### src/rtl/core/prt_pkg.sv
package prt_pkg;

  localparam int unsigned Slots     = 16;
  localparam int unsigned SlotW     = 4;
  localparam int unsigned CntW      = 5;
  localparam int unsigned InstW     = 6;
  localparam int unsigned PortW     = 4;
  localparam int unsigned CmdW      = 8;
  localparam int unsigned TimeW     = 16;

  localparam logic [TimeW-1:0] DefaultTimeoutReset = 16'd3000;

  localparam logic [1:0] OpSend     = 2'd0;
  localparam logic [1:0] OpResponse = 2'd1;
  localparam logic [1:0] OpTick     = 2'd2;

  localparam logic [1:0] KindSendAck   = 2'd0;
  localparam logic [1:0] KindResponse  = 2'd1;
  localparam logic [1:0] KindTimeout   = 2'd2;
  localparam logic [1:0] KindTickEmpty = 2'd3;

  localparam logic [1:0] StatusOk        = 2'd0;
  localparam logic [1:0] StatusTableFull = 2'd1;
  localparam logic [1:0] StatusNoMatch   = 2'd2;

  typedef struct packed {
    logic [PortW-1:0] port;
    logic [CmdW-1:0]  cmd;
    logic [InstW-1:0] inst;
    logic [TimeW-1:0] remaining;
  } entry_t;

  localparam int unsigned EntryW = $bits(entry_t);

endpackage

### src/rtl/core/pending_request_tracker.sv
// Pending request tracker. Each beat on the input stream is one operation: a send (which
// assigns an instance id to a request and stores it in the lowest free of 16 slots), a
// response (which removes the oldest matching entry), or a tick (which ages all entries and
// reports every expired one, oldest first, with tlast on the final report). Entries live in a
// single-port-write, registered-read RAM; send order is kept in a small list of slot numbers.
// A send writes its entry and loads its acknowledgement together. A response walks the list one
// stored entry at a time, reading each from the RAM and then checking it. A tick makes two
// walks, one to age the entries and one to report expiries; the second is skipped when nothing
// expires. An output stall holds an operation whenever it has a result to load. The input is
// taken only between operations; a finished result may still wait in the output register.
module pending_request_tracker (
  input  logic        clk_i,
  input  logic        rst_ni,

  input  logic        cfg_valid_i,
  output logic        cfg_ready_o,
  input  logic [15:0] cfg_data_i,     // default_timeout

  input  logic        s_axis_tvalid,
  output logic        s_axis_tready,
  // port_id[3:0], cmd[11:4], resp_inst_id[17:12], req_timeout[33:18], elapsed_ms[49:34]
  input  logic [55:0] s_axis_tdata,
  // op[1:0], is_request[2]
  input  logic [2:0]  s_axis_tuser,

  output logic        m_axis_tvalid,
  input  logic        m_axis_tready,
  // status[1:0], out_inst_id[7:2], out_cmd[15:8], out_port[19:16], slot[23:20]
  output logic [23:0] m_axis_tdata,
  // kind[1:0]
  output logic [1:0]  m_axis_tuser,
  output logic        m_axis_tlast
);

  typedef enum logic [1:0] {
    StIdle,
    StSend,
    StRead,
    StCheck
  } state_e;

  localparam int unsigned SlotW = prt_pkg::SlotW;
  localparam int unsigned CntW  = prt_pkg::CntW;
  localparam int unsigned InstW = prt_pkg::InstW;
  localparam int unsigned Slots = prt_pkg::Slots;

  state_e state_q;

  logic [1:0]                  op_q;
  logic [prt_pkg::PortW-1:0]   port_q;
  logic [prt_pkg::CmdW-1:0]    cmd_q;
  logic [prt_pkg::InstW-1:0]   rinst_q;
  logic                        isreq_q;
  logic [prt_pkg::TimeW-1:0]   tmo_q;
  logic [prt_pkg::TimeW-1:0]   elapsed_q;

  logic [prt_pkg::TimeW-1:0]   default_q;
  logic [prt_pkg::InstW-1:0]   next_inst_q;
  logic [Slots-1:0]            valid_q;
  logic [SlotW-1:0]            order_q [Slots];
  logic [CntW-1:0]             cnt_q;
  logic [CntW-1:0]             pos_q;
  logic [CntW-1:0]             exp_q;
  logic                        phase_q;
  logic [SlotW-1:0]            cur_slot_q;

  logic                        out_valid_q;
  logic [1:0]                  out_kind_q;
  logic [1:0]                  out_status_q;
  logic [prt_pkg::InstW-1:0]   out_inst_q;
  logic [prt_pkg::CmdW-1:0]    out_cmd_q;
  logic [prt_pkg::PortW-1:0]   out_port_q;
  logic [SlotW-1:0]            out_slot_q;
  logic                        out_last_q;

  logic                        out_free;
  logic                        out_load;
  logic [SlotW-1:0]            free_slot;
  logic                        full;
  logic                        at_end;
  prt_pkg::entry_t             rd_entry;
  prt_pkg::entry_t             wr_entry;
  logic [prt_pkg::TimeW-1:0]   aged;
  logic                        ram_we;
  logic [SlotW-1:0]            ram_waddr;
  logic                        ram_re;
  logic                        is_match;

  assign cfg_ready_o   = 1'b1;
  assign s_axis_tready = (state_q == StIdle);
  assign out_free      = !out_valid_q || m_axis_tready;
  assign full          = (cnt_q == CntW'(Slots));
  assign at_end        = (pos_q == cnt_q);

  always_comb begin
    free_slot = '0;
    for (int i = Slots - 1; i >= 0; i--) begin
      if (!valid_q[i]) begin
        free_slot = SlotW'(i);
      end
    end
  end

  assign aged     = (rd_entry.remaining > elapsed_q) ? rd_entry.remaining - elapsed_q : '0;
  assign is_match = (rd_entry.inst == rinst_q) && (rd_entry.port == port_q)
                    && (rd_entry.cmd == cmd_q);

  always_comb begin
    unique case (state_q)
      StSend: begin
        out_load = out_free;
      end
      StRead: begin
        out_load = out_free && at_end
                   && ((op_q == prt_pkg::OpResponse) || (!phase_q && exp_q == '0));
      end
      StCheck: begin
        out_load = out_free && !(op_q == prt_pkg::OpTick && !phase_q)
                   && ((op_q == prt_pkg::OpTick) ? (rd_entry.remaining == '0) : is_match);
      end
      default: begin
        out_load = 1'b0;
      end
    endcase
  end

  always_comb begin
    ram_we    = 1'b0;
    ram_waddr = cur_slot_q;
    wr_entry  = rd_entry;
    if (state_q == StSend) begin
      ram_waddr          = free_slot;
      wr_entry.port      = port_q;
      wr_entry.cmd       = cmd_q;
      wr_entry.inst      = next_inst_q;
      wr_entry.remaining = (tmo_q != '0) ? tmo_q : default_q;
      ram_we             = out_free && isreq_q && !full;
    end else if (state_q == StCheck && op_q == prt_pkg::OpTick && !phase_q) begin
      wr_entry.remaining = aged;
      ram_we             = 1'b1;
    end
  end

  assign ram_re = (state_q == StRead) && !at_end;

  prt_ram #(
    .Width(prt_pkg::EntryW),
    .Depth(Slots)
  ) u_entries (
    .clk_i  (clk_i),
    .we_i   (ram_we),
    .waddr_i(ram_waddr),
    .wdata_i(wr_entry),
    .re_i   (ram_re),
    .raddr_i(order_q[pos_q[SlotW-1:0]]),
    .rdata_o(rd_entry)
  );

  always_ff @(posedge clk_i or negedge rst_ni) begin
    if (!rst_ni) begin
      state_q     <= StIdle;
      default_q   <= prt_pkg::DefaultTimeoutReset;
      next_inst_q <= '0;
      valid_q     <= '0;
      cnt_q       <= '0;
      pos_q       <= '0;
      exp_q       <= '0;
      phase_q     <= 1'b0;
      out_valid_q <= 1'b0;
    end else begin
      if (cfg_valid_i) begin
        default_q <= cfg_data_i;
      end
      if (out_load) begin
        out_valid_q <= 1'b1;
      end else if (m_axis_tready) begin
        out_valid_q <= 1'b0;
      end
      unique case (state_q)
        StIdle: begin
          if (s_axis_tvalid) begin
            op_q      <= s_axis_tuser[1:0];
            isreq_q   <= s_axis_tuser[2];
            port_q    <= s_axis_tdata[3:0];
            cmd_q     <= s_axis_tdata[11:4];
            rinst_q   <= s_axis_tdata[17:12];
            tmo_q     <= s_axis_tdata[33:18];
            elapsed_q <= s_axis_tdata[49:34];
            pos_q     <= '0;
            exp_q     <= '0;
            phase_q   <= 1'b0;
            unique case (s_axis_tuser[1:0]) inside
              prt_pkg::OpSend:                      state_q <= StSend;
              prt_pkg::OpResponse, prt_pkg::OpTick: state_q <= StRead;
              default:                              state_q <= StIdle;
            endcase
          end
        end
        StSend: begin
          if (out_free) begin
            out_kind_q   <= prt_pkg::KindSendAck;
            out_status_q <= (isreq_q && full) ? prt_pkg::StatusTableFull : prt_pkg::StatusOk;
            out_inst_q   <= isreq_q ? next_inst_q : '0;
            out_cmd_q    <= cmd_q;
            out_port_q   <= port_q;
            out_slot_q   <= (isreq_q && !full) ? free_slot : '0;
            out_last_q   <= 1'b1;
            if (isreq_q) begin
              next_inst_q <= next_inst_q + InstW'(1);
              if (!full) begin
                valid_q[free_slot]          <= 1'b1;
                order_q[cnt_q[SlotW-1:0]]   <= free_slot;
                cnt_q                       <= cnt_q + CntW'(1);
              end
            end
            state_q <= StIdle;
          end
        end
        StRead: begin
          if (!at_end) begin
            cur_slot_q <= order_q[pos_q[SlotW-1:0]];
            state_q    <= StCheck;
          end else if (op_q == prt_pkg::OpResponse) begin
            if (out_free) begin
              out_kind_q   <= prt_pkg::KindResponse;
              out_status_q <= prt_pkg::StatusNoMatch;
              out_inst_q   <= rinst_q;
              out_cmd_q    <= cmd_q;
              out_port_q   <= port_q;
              out_slot_q   <= '0;
              out_last_q   <= 1'b1;
              state_q      <= StIdle;
            end
          end else if (phase_q) begin
            state_q <= StIdle;
          end else if (exp_q != '0) begin
            phase_q <= 1'b1;
            pos_q   <= '0;
          end else if (out_free) begin
            out_kind_q   <= prt_pkg::KindTickEmpty;
            out_status_q <= prt_pkg::StatusOk;
            out_inst_q   <= '0;
            out_cmd_q    <= '0;
            out_port_q   <= '0;
            out_slot_q   <= '0;
            out_last_q   <= 1'b1;
            state_q      <= StIdle;
          end
        end
        StCheck: begin
          if (op_q == prt_pkg::OpTick && !phase_q) begin
            if (aged == '0) begin
              exp_q <= exp_q + CntW'(1);
            end
            pos_q   <= pos_q + CntW'(1);
            state_q <= StRead;
          end else if ((op_q == prt_pkg::OpTick) ? (rd_entry.remaining == '0) : is_match) begin
            if (out_free) begin
              out_kind_q   <= (op_q == prt_pkg::OpTick) ? prt_pkg::KindTimeout
                                                        : prt_pkg::KindResponse;
              out_status_q <= prt_pkg::StatusOk;
              out_inst_q   <= rd_entry.inst;
              out_cmd_q    <= rd_entry.cmd;
              out_port_q   <= rd_entry.port;
              out_slot_q   <= cur_slot_q;
              out_last_q   <= (op_q == prt_pkg::OpTick) ? (exp_q == CntW'(1)) : 1'b1;
              valid_q[cur_slot_q] <= 1'b0;
              for (int j = 0; j < Slots - 1; j++) begin
                if (CntW'(j) >= pos_q) begin
                  order_q[j] <= order_q[j+1];
                end
              end
              cnt_q   <= cnt_q - CntW'(1);
              exp_q   <= exp_q - CntW'(1);
              state_q <= (op_q == prt_pkg::OpTick) ? StRead : StIdle;
            end
          end else begin
            pos_q   <= pos_q + CntW'(1);
            state_q <= StRead;
          end
        end
        default: state_q <= StIdle;
      endcase
    end
  end

  assign m_axis_tvalid = out_valid_q;
  assign m_axis_tdata  = {out_slot_q, out_port_q, out_cmd_q, out_inst_q, out_status_q};
  assign m_axis_tuser  = out_kind_q;
  assign m_axis_tlast  = out_last_q;

endmodule

### src/rtl/core/prt_ram.sv
module prt_ram #(
  parameter int unsigned Width = 8,
  parameter int unsigned Depth = 16
) (
  input  logic                     clk_i,
  input  logic                     we_i,
  input  logic [$clog2(Depth)-1:0] waddr_i,
  input  logic [Width-1:0]         wdata_i,
  input  logic                     re_i,
  input  logic [$clog2(Depth)-1:0] raddr_i,
  output logic [Width-1:0]         rdata_o
);

  logic [Width-1:0] mem [Depth];
  logic [Width-1:0] rdata_q;

  always_ff @(posedge clk_i) begin
    if (we_i) begin
      mem[waddr_i] <= wdata_i;
    end
    if (re_i) begin
      rdata_q <= mem[raddr_i];
    end
  end

  assign rdata_o = rdata_q;

endmodule

### config.mk
export PLATFORM = sky130hd
export DESIGN_NAME = pending_request_tracker
export DESIGN_NICKNAME = d
export VERILOG_FILES = /design/src/rtl/core/prt_pkg.sv /design/src/rtl/core/pending_request_tracker.sv /design/src/rtl/core/prt_ram.sv
export SDC_FILE = /design/constraint.sdc
export NUM_CORES = 1
export LEC_CHECK = 0
export BUFFER_PORTS_ARGS = -buffer_cell sky130_fd_sc_hd__clkbuf_2
export CAP_MARGIN = 0
export CORE_AREA = 2 2 368 370
export CTS_CLUSTER_DIAMETER = 40
export DETAILED_ROUTE_END_ITERATION = 10
export DIE_AREA = 0 0 370 372
export HOLD_SLACK_MARGIN = 0.03
export PLACE_DENSITY = 0.4
export REMOVE_ABC_BUFFERS = 1
export SYNTH_ARGS = -nofsm -noshare
export SYNTH_HDL_FRONTEND = slang
export SYNTH_SLANG_ARGS = --single-unit
### constraint.sdc
create_clock -name clk_i -period 6.2 [get_ports clk_i]
set_clock_uncertainty 0.05 [all_clocks]
set_input_delay 0.93 -clock clk_i [delete_from_list [all_inputs] [get_ports clk_i]]
set_output_delay 0.93 -clock clk_i [all_outputs]
set_load 0.05 [all_outputs]
==> flow_metrics.env, run 1 <==
export IMPL_drv_cap=0
export IMPL_synth_top_family_by_area="multiplexers"
export IMPL_grt_use_total_pct=13.6
export IMPL_final_util_pct=30.1
export IMPL_clock_latency_ns=0.73
export IMPL_cp_arrival_ns=4.86
export IMPL_final_setup_tns_ns=0
export IMPL_synth_edf_count=726
export IMPL_cp_start_kind="flop"
export IMPL_rsz0062_at_grt="false"
export IMPL_synth_simple_gate_area_share_pct=3.89
export IMPL_p_int_mw=13.5
export IMPL_grt_start_max_net_pins=88
export IMPL_die_area_mm2=0.138
export IMPL_cts_max_path_buffers=3
export IMPL_synthCells=1804
export IMPL_rr_endpoint="order_q[8][0]"
export IMPL_worstSetupPathType="reg -> reg"
export IMPL_p_leak_nw=13.3
export IMPL_seqCellArea_mm2=0.0232
export IMPL_min_path_type="in -> reg"
export IMPL_cts_hold_fix_buffers=1
export IMPL_dp_slack_ns=1.67
export IMPL_dieHeight_um=372
export IMPL_slew_limit_headroom_pct=11.8
export IMPL_hold_depth=1
export IMPL_dp_cells=3645
export IMPL_portBuffers=102
export IMPL_fin_crit_ns=4.57
export IMPL_p_seq_share_pct=38.1
export IMPL_drt_initial_drc_count=1459
export IMPL_place_gp_congestion=0.818
export IMPL_swShare_pct=31.5
export IMPL_netSwitchingPower_mw=6.20
export IMPL_path_clk_slew_ns=0.06
export IMPL_cts_made_buffers=121
export IMPL_multi_input_area_mm2=0.00941
export IMPL_antenna_found_initial=5
export IMPL_drt_wl_total_um=93400
export IMPL_hpwl_um=57700
export IMPL_ios=110
export IMPL_crit_path_end_kind="flop"
export IMPL_syn_avg_cell_area_um2=18.4
export IMPL_syn_area_mm2=0.0332
export IMPL_fillers=13200
export IMPL_grt_pass1_wl_um=135000
export IMPL_finalHoldViolations=0
export IMPL_path_buf_inv=0
export IMPL_clock_sinks=783
export IMPL_drive_gt1_share_pct=31.2
export IMPL_rows=135
export IMPL_holdPathEnd="cmd_q[5]"
export IMPL_fin_nets=2102
export IMPL_viasPerCell=4.61
export IMPL_cpMaxStageDelayCell="or4b_1"
export IMPL_setup_violations=0
export IMPL_instances_no_fill=3877
export IMPL_rrSetupSlack_ns=1.63
export IMPL_place_area_mm2=0.0361
export IMPL_core_area_mm2=0.134
export IMPL_wl_per_cell_um=24.1
export IMPL_cts_root_buffer="clkbuf_16"
export IMPL_start_util_pct=24.7
export IMPL_first_pass_iters=5
export IMPL_post_cts_resize_count=0
export IMPL_setup_slack_ns=1.63
export IMPL_slew_violations=0
export IMPL_cp_max_fo=11
export IMPL_yosysUniqueCellTypes=70
export IMPL_min_from="s_axis_tdata[9]"
export IMPL_cts_tree="yes"
export IMPL_synth_compound_area_share_pct=4.44
export IMPL_route_detailed_drc=0
export IMPL_timing_rr_start="u_entries.rdata_o[4]"
export IMPL_worstPathCellList="nor4_1, nand3_1, nor3_1, a31oi_1, or2_1, or4b_1, nand2b_1, o32a_1, o21ai_0"
export IMPL_synth_adder_area_share_pct=1.33
export IMPL_synth_top_flop_cell="edfxtp_1"
export IMPL_die_width_um=370
export IMPL_cts_setup_buffers=0
export IMPL_power_density_mw_per_mm2=487
export IMPL_seq_area_frac_synth_pct=70.1
export IMPL_diodes=0
export IMPL_pwr_share_clk_pct=36.7
export IMPL_comb_power_share_pct=25.2
export IMPL_cp_required_ns=6.49
export IMPL_status="completed"
export IMPL_ys_ff_latch=783
export IMPL_grt_pass1_vias=18800
export IMPL_finalInstanceArea_mm2=0.0404
export IMPL_ant_nets=0
export IMPL_vias=17900
export IMPL_h_tree_depth=3
export IMPL_yosys_warnings=0
export IMPL_worst_slew_pin_slew_ns=1.32
export IMPL_async_reset_ff_share_pct=7.28
export IMPL_slowest_delay_ns=0.78
export IMPL_cp_top_family="simple AND/OR/NAND/NOR gates"
export IMPL_final_period_utilization_pct=73.6
export IMPL_fmax_mhz=219
export IMPL_vdd_ir_drop_max_mv=0.284
export IMPL_synthToLayoutAreaGrowth_pct=22.0
export IMPL_synth_xor_xnor_area_share_pct=1.24
export IMPL_muxShareOfSynthArea_pct=16.9
export IMPL_grt_remaining_overflow=0
export IMPL_worst_r2r_path_depth=9
[cells in the mapped netlist, drive strengths merged (14+ instances only)]
cell | instances | area [µm²]
a21oi | 50 | 250
a221oi | 18 | 158
buf | 45 | 317
clkbuf | 47 | 176
dfrtp | 50 | 1250
edfxtp | 726 | 21800
ha | 32 | 400
inv | 55 | 206
mux2 | 92 | 1040
mux2i | 16 | 160
mux4 | 190 | 4410
nand2 | 76 | 285
nand2b | 14 | 87.6
nand3 | 20 | 100
nand4 | 21 | 131
nor2 | 54 | 210
nor3 | 23 | 120
o21ai | 88 | 440
xnor2 | 35 | 307
[stage by stage]
stage	power (mW)	hold slack [ns]
3_5_place_dp	12.6	0.448
2_1_floorplan	10.8	0.408
3_3_place_gp	12.5	0.445
4_1_cts	20.0	0.256
6_report	19.7	0.333
5_1_grt	20.6	0.300
[worst max path at each step]
stage / cells past startpoint / end / from / slack, ns
after floorplan: 4 / u_entries.rdata_o[12] / pos_q[1] / 0.53
after detailed placement: 6 / u_entries.rdata_o[7] / pos_q[1] / 1.67
after CTS: 6 / u_entries.rdata_o[7] / pos_q[1] / 1.65
after global routing: 9 / u_entries.mem[3][14] / valid_q[15] / 1.48
after global placement: 8 / order_q[14][2] / u_entries.rdata_o[4] / 1.68
final: 9 / order_q[8][0] / u_entries.rdata_o[4] / 1.63
[sequential cells by signal, indices dropped and copies added (netlist names), 4 cells and up]
| name | cells |
|---|---|
| default_q | 16 |
| cur_slot_q | 4 |
| out_inst_q | 6 |
| u_entries.mem | 544 |
| pos_q | 5 |
| tmo_q | 16 |
| order_q | 64 |
| valid_q | 16 |
| rinst_q | 6 |
| exp_q | 5 |
| out_cmd_q | 8 |
| out_port_q | 4 |
| u_entries.rdata_o | 34 |
| port_q | 4 |
| next_inst_q | 6 |
| out_slot_q | 4 |
| cmd_q | 8 |
| elapsed_q | 16 |
| cnt_q | 5 |
[power by group through the flow]
| stage | combinational (mW) | sequential [mW] | clock (mW) |
|---|---|---|---|
| after floorplan | 3.16 | 7.66 | 0 |
| after global placement | 4.94 | 7.58 | 0 |
| after detailed placement | 5.03 | 7.60 | 0 |
| after CTS | 5.05 | 7.50 | 7.40 |
| after global routing | 5.43 | 7.54 | 7.63 |
| final | 4.97 | 7.49 | 7.23 |
[layout make-up]
class,count,area share (%)
clock buffers,130,7.59
clock inverters,101,3.22
inverters,56,0.520
multi-input cells,873,23.3
flip-flops and latches,783,57.4
well taps,1781,5.51
repair buffers,153,2.44
[per-layer routing]
metal  share of wire, %  global-route usage (%)  up-vias
met2                 49                    22.6      417
met1                 44                    18.0     9547
met3                4.6                    2.35      125
li1                   -                       -     7780
met5              0.031                       0        -
met4                2.1                    4.18        4
[layout by cell type, fill, tap and decap left out, drive strengths merged, types with 3 or more instances in the layout]
| master | instances |
|---|---|
| ha | 32 |
| o21a | 6 |
| a222oi | 6 |
| xor2 | 12 |
| xnor2 | 35 |
| mux4 | 190 |
| inv | 79 |
| nor4 | 12 |
| a21oi | 50 |
| buf | 51 |
| o31ai | 3 |
| nand3 | 20 |
| mux2 | 92 |
| and3 | 6 |
| dfrtp | 50 |
| o211ai | 8 |
| clkinvlp | 14 |
| nor3 | 23 |
| o21bai | 6 |
| dfstp | 7 |
| o21ai | 88 |
| a221oi | 18 |
| a31oi | 12 |
| and2 | 6 |
| nand2b | 14 |
| mux2i | 16 |
| nand2 | 76 |
| nor2b | 6 |
| edfxtp | 726 |
| nand4 | 21 |
| nand3b | 4 |
| or2 | 5 |
| a22o | 5 |
| clkbuf | 231 |
| nor2 | 54 |
| clkinv | 42 |
| bufinv | 22 |
| a21o | 7 |
| a21boi | 4 |
[kinds of logic (layout without fill, tap and decap cells)]
group | Yosys count | after routing
adder cells (fa/ha/maj) | 34 | 34
multiplexers | 298 | 298
buffers and inverters | 148 | 440
XOR/XNOR | 47 | 47
other | 1 | 1
AND/OR/NAND/NOR | 258 | 258
AO/OA/AOI/OAI | 235 | 235
flip-flops | 783 | 783
No activity file was read; power rests on OpenSTA's default activity.
==> inputs of run 2 (changes only) <==
==> constraint.sdc (replaced) <==
create_clock -name clk_i -period 4.8 [get_ports clk_i]
set_clock_uncertainty 0.05 [all_clocks]
set_input_delay 0.72 -clock clk_i [delete_from_list [all_inputs] [get_ports clk_i]]
set_output_delay 0.72 -clock clk_i [all_outputs]
set_load 0.05 [all_outputs]
==> flow_metrics.env, run 2 (same netlist as run 1, synthesis figures left out) <==
export IMPL_crit_path_end_kind="flop"
export IMPL_setup_slack_ns=0.457
export IMPL_slew_violations=0
export IMPL_ant_nets=0
export IMPL_grt_start_max_net_pins=54
export IMPL_cts_made_buffers=133
export IMPL_drv_cap=0
export IMPL_final_period_utilization_pct=90.5
export IMPL_die_width_um=370
export IMPL_grt_pass1_vias=19200
export IMPL_fin_nets=2154
export IMPL_place_gp_congestion=0.793
export IMPL_cp_start_kind="flop"
export IMPL_viasPerCell=4.58
export IMPL_die_area_mm2=0.138
export IMPL_cts_setup_buffers=0
export IMPL_portBuffers=102
export IMPL_post_cts_resize_count=0
export IMPL_core_area_mm2=0.134
export IMPL_final_common_cell="edfxtp_1"
export IMPL_clock_latency_ns=0.78
export IMPL_status="completed"
export IMPL_grt_pass1_wl_um=138000
export IMPL_cp_required_ns=5.11
export IMPL_cts_root_buffer="clkbuf_16"
export IMPL_largest_register_ffs=544
export IMPL_top_register="u_entries.mem"
export IMPL_dp_slack_ns=0.340
export IMPL_worstSetupPathType="reg -> reg"
export IMPL_synthToLayoutAreaGrowth_pct=24.7
export IMPL_finalHoldViolations=0
export IMPL_start_util_pct=24.7
export IMPL_h_tree_depth=4
export IMPL_rrSetupSlack_ns=0.46
export IMPL_first_pass_iters=5
export IMPL_drt_initial_drc_count=1302
export IMPL_drive_gt1_share_pct=31.6
export IMPL_final_cell_mix="726 x edfxtp_1, 153 x mux4_2, 133 x clkbuf_16"
export IMPL_p_total_mw=26.1
export IMPL_cts_tree="yes"
export IMPL_hpwl_um=57100
export IMPL_grt_use_total_pct=13.9
export IMPL_ios=110
export IMPL_fmax_mhz=230
export IMPL_cp_max_fo=11
export IMPL_final_util_pct=30.8
export IMPL_path_clk_slew_ns=0.05
export IMPL_slew_limit_headroom_pct=19.7
export IMPL_wl_per_cell_um=24.1
export IMPL_dieHeight_um=372
export IMPL_setup_violations=0
export IMPL_grt_remaining_overflow=0
export IMPL_vdd_ir_drop_max_mv=0.274
export IMPL_worst_slew_pin_slew_ns=1.20
export IMPL_vias=18000
export IMPL_fin_crit_ns=4.34
export IMPL_power_density_mw_per_mm2=631
export IMPL_p_leak_nw=13.7
export IMPL_cts_max_path_buffers=3
export IMPL_drt_wl_total_um=94600
export IMPL_route_detailed_drc=0
export IMPL_clock_sinks=783
export IMPL_diodes=0
export IMPL_antenna_found_initial=3
export IMPL_cp_arrival_ns=4.66
export IMPL_rows=135
export IMPL_fillers=13100
export IMPL_rsz0062_at_grt="false"
export IMPL_min_path_type="in -> reg"
[run 2: metal layers]
layer | wire (µm) | GRT usage, %
met5 | 10 | 0
met1 | 42100 | 18.2
met4 | 1580 | 3.96
met3 | 4210 | 3.07
met2 | 46700 | 23.1
[run 2: where the power goes]
part | switching, mW | internal (mW) | total (mW)
clock network | 3.64 | 6.15 | 9.80
registers | 0.465 | 9.18 | 9.64
logic | 4.16 | 2.50 | 6.67
[run 2: cell type report]
class	count	area [µm²]	share of cell area [%]
inverters	56	210	0.508
multi-input cells	873	9400	22.7
repair buffers	193	1580	3.82
flip-flops and latches	783	23200	56.2
clock inverters	98	1320	3.20
well taps	1781	2230	5.39
clock buffers	149	3390	8.19
[run 2: stage by stage]
step	hold WS [ns]	area [µm²]	setup TNS, ns	instances
6_report	0.0913	41400	0	3933
5_1_grt	0.0539	41400	0	3933
4_1_cts	0.0311	41400	0	3933
3_5_place_dp	0.448	36500	0	3668
3_3_place_gp	0.445	36500	0	3668
2_1_floorplan	0.374	32700	-29.44	1712
[run 2: worst paths after layout]
check | startpoint | endpoint | cells after the start
max in group asynchronous | rst_ni | valid_q[7] | 3
worst max register to register | u_entries.rdata_o[4] | order_q[8][3] | 9
worst min-delay path | s_axis_tdata[11] | cmd_q[7] | 1
worst max-delay path | u_entries.rdata_o[4] | order_q[8][3] | 9
worst min register to register | default_q[12] | default_q[12] | 1
min in group asynchronous | rst_ni | state_q[0] | 2
[run 2: worst max-delay path, stage by stage (launching register included)]
cell	delay, ns
edfxtp_1	0.43
nor4_1	0.43
nand3_1	0.14
nor3_1	0.55
a31oi_1	0.23
or2_1	0.36
or4b_1	0.77
nand2b_1	0.39
o32a_1	0.33
o21ai_0	0.26
[run 2: what timing repair did]
item	CTS	global route
hold buffers	18	0
endpoints found under the setup margin	0	0
hold endpoints to repair	36	0
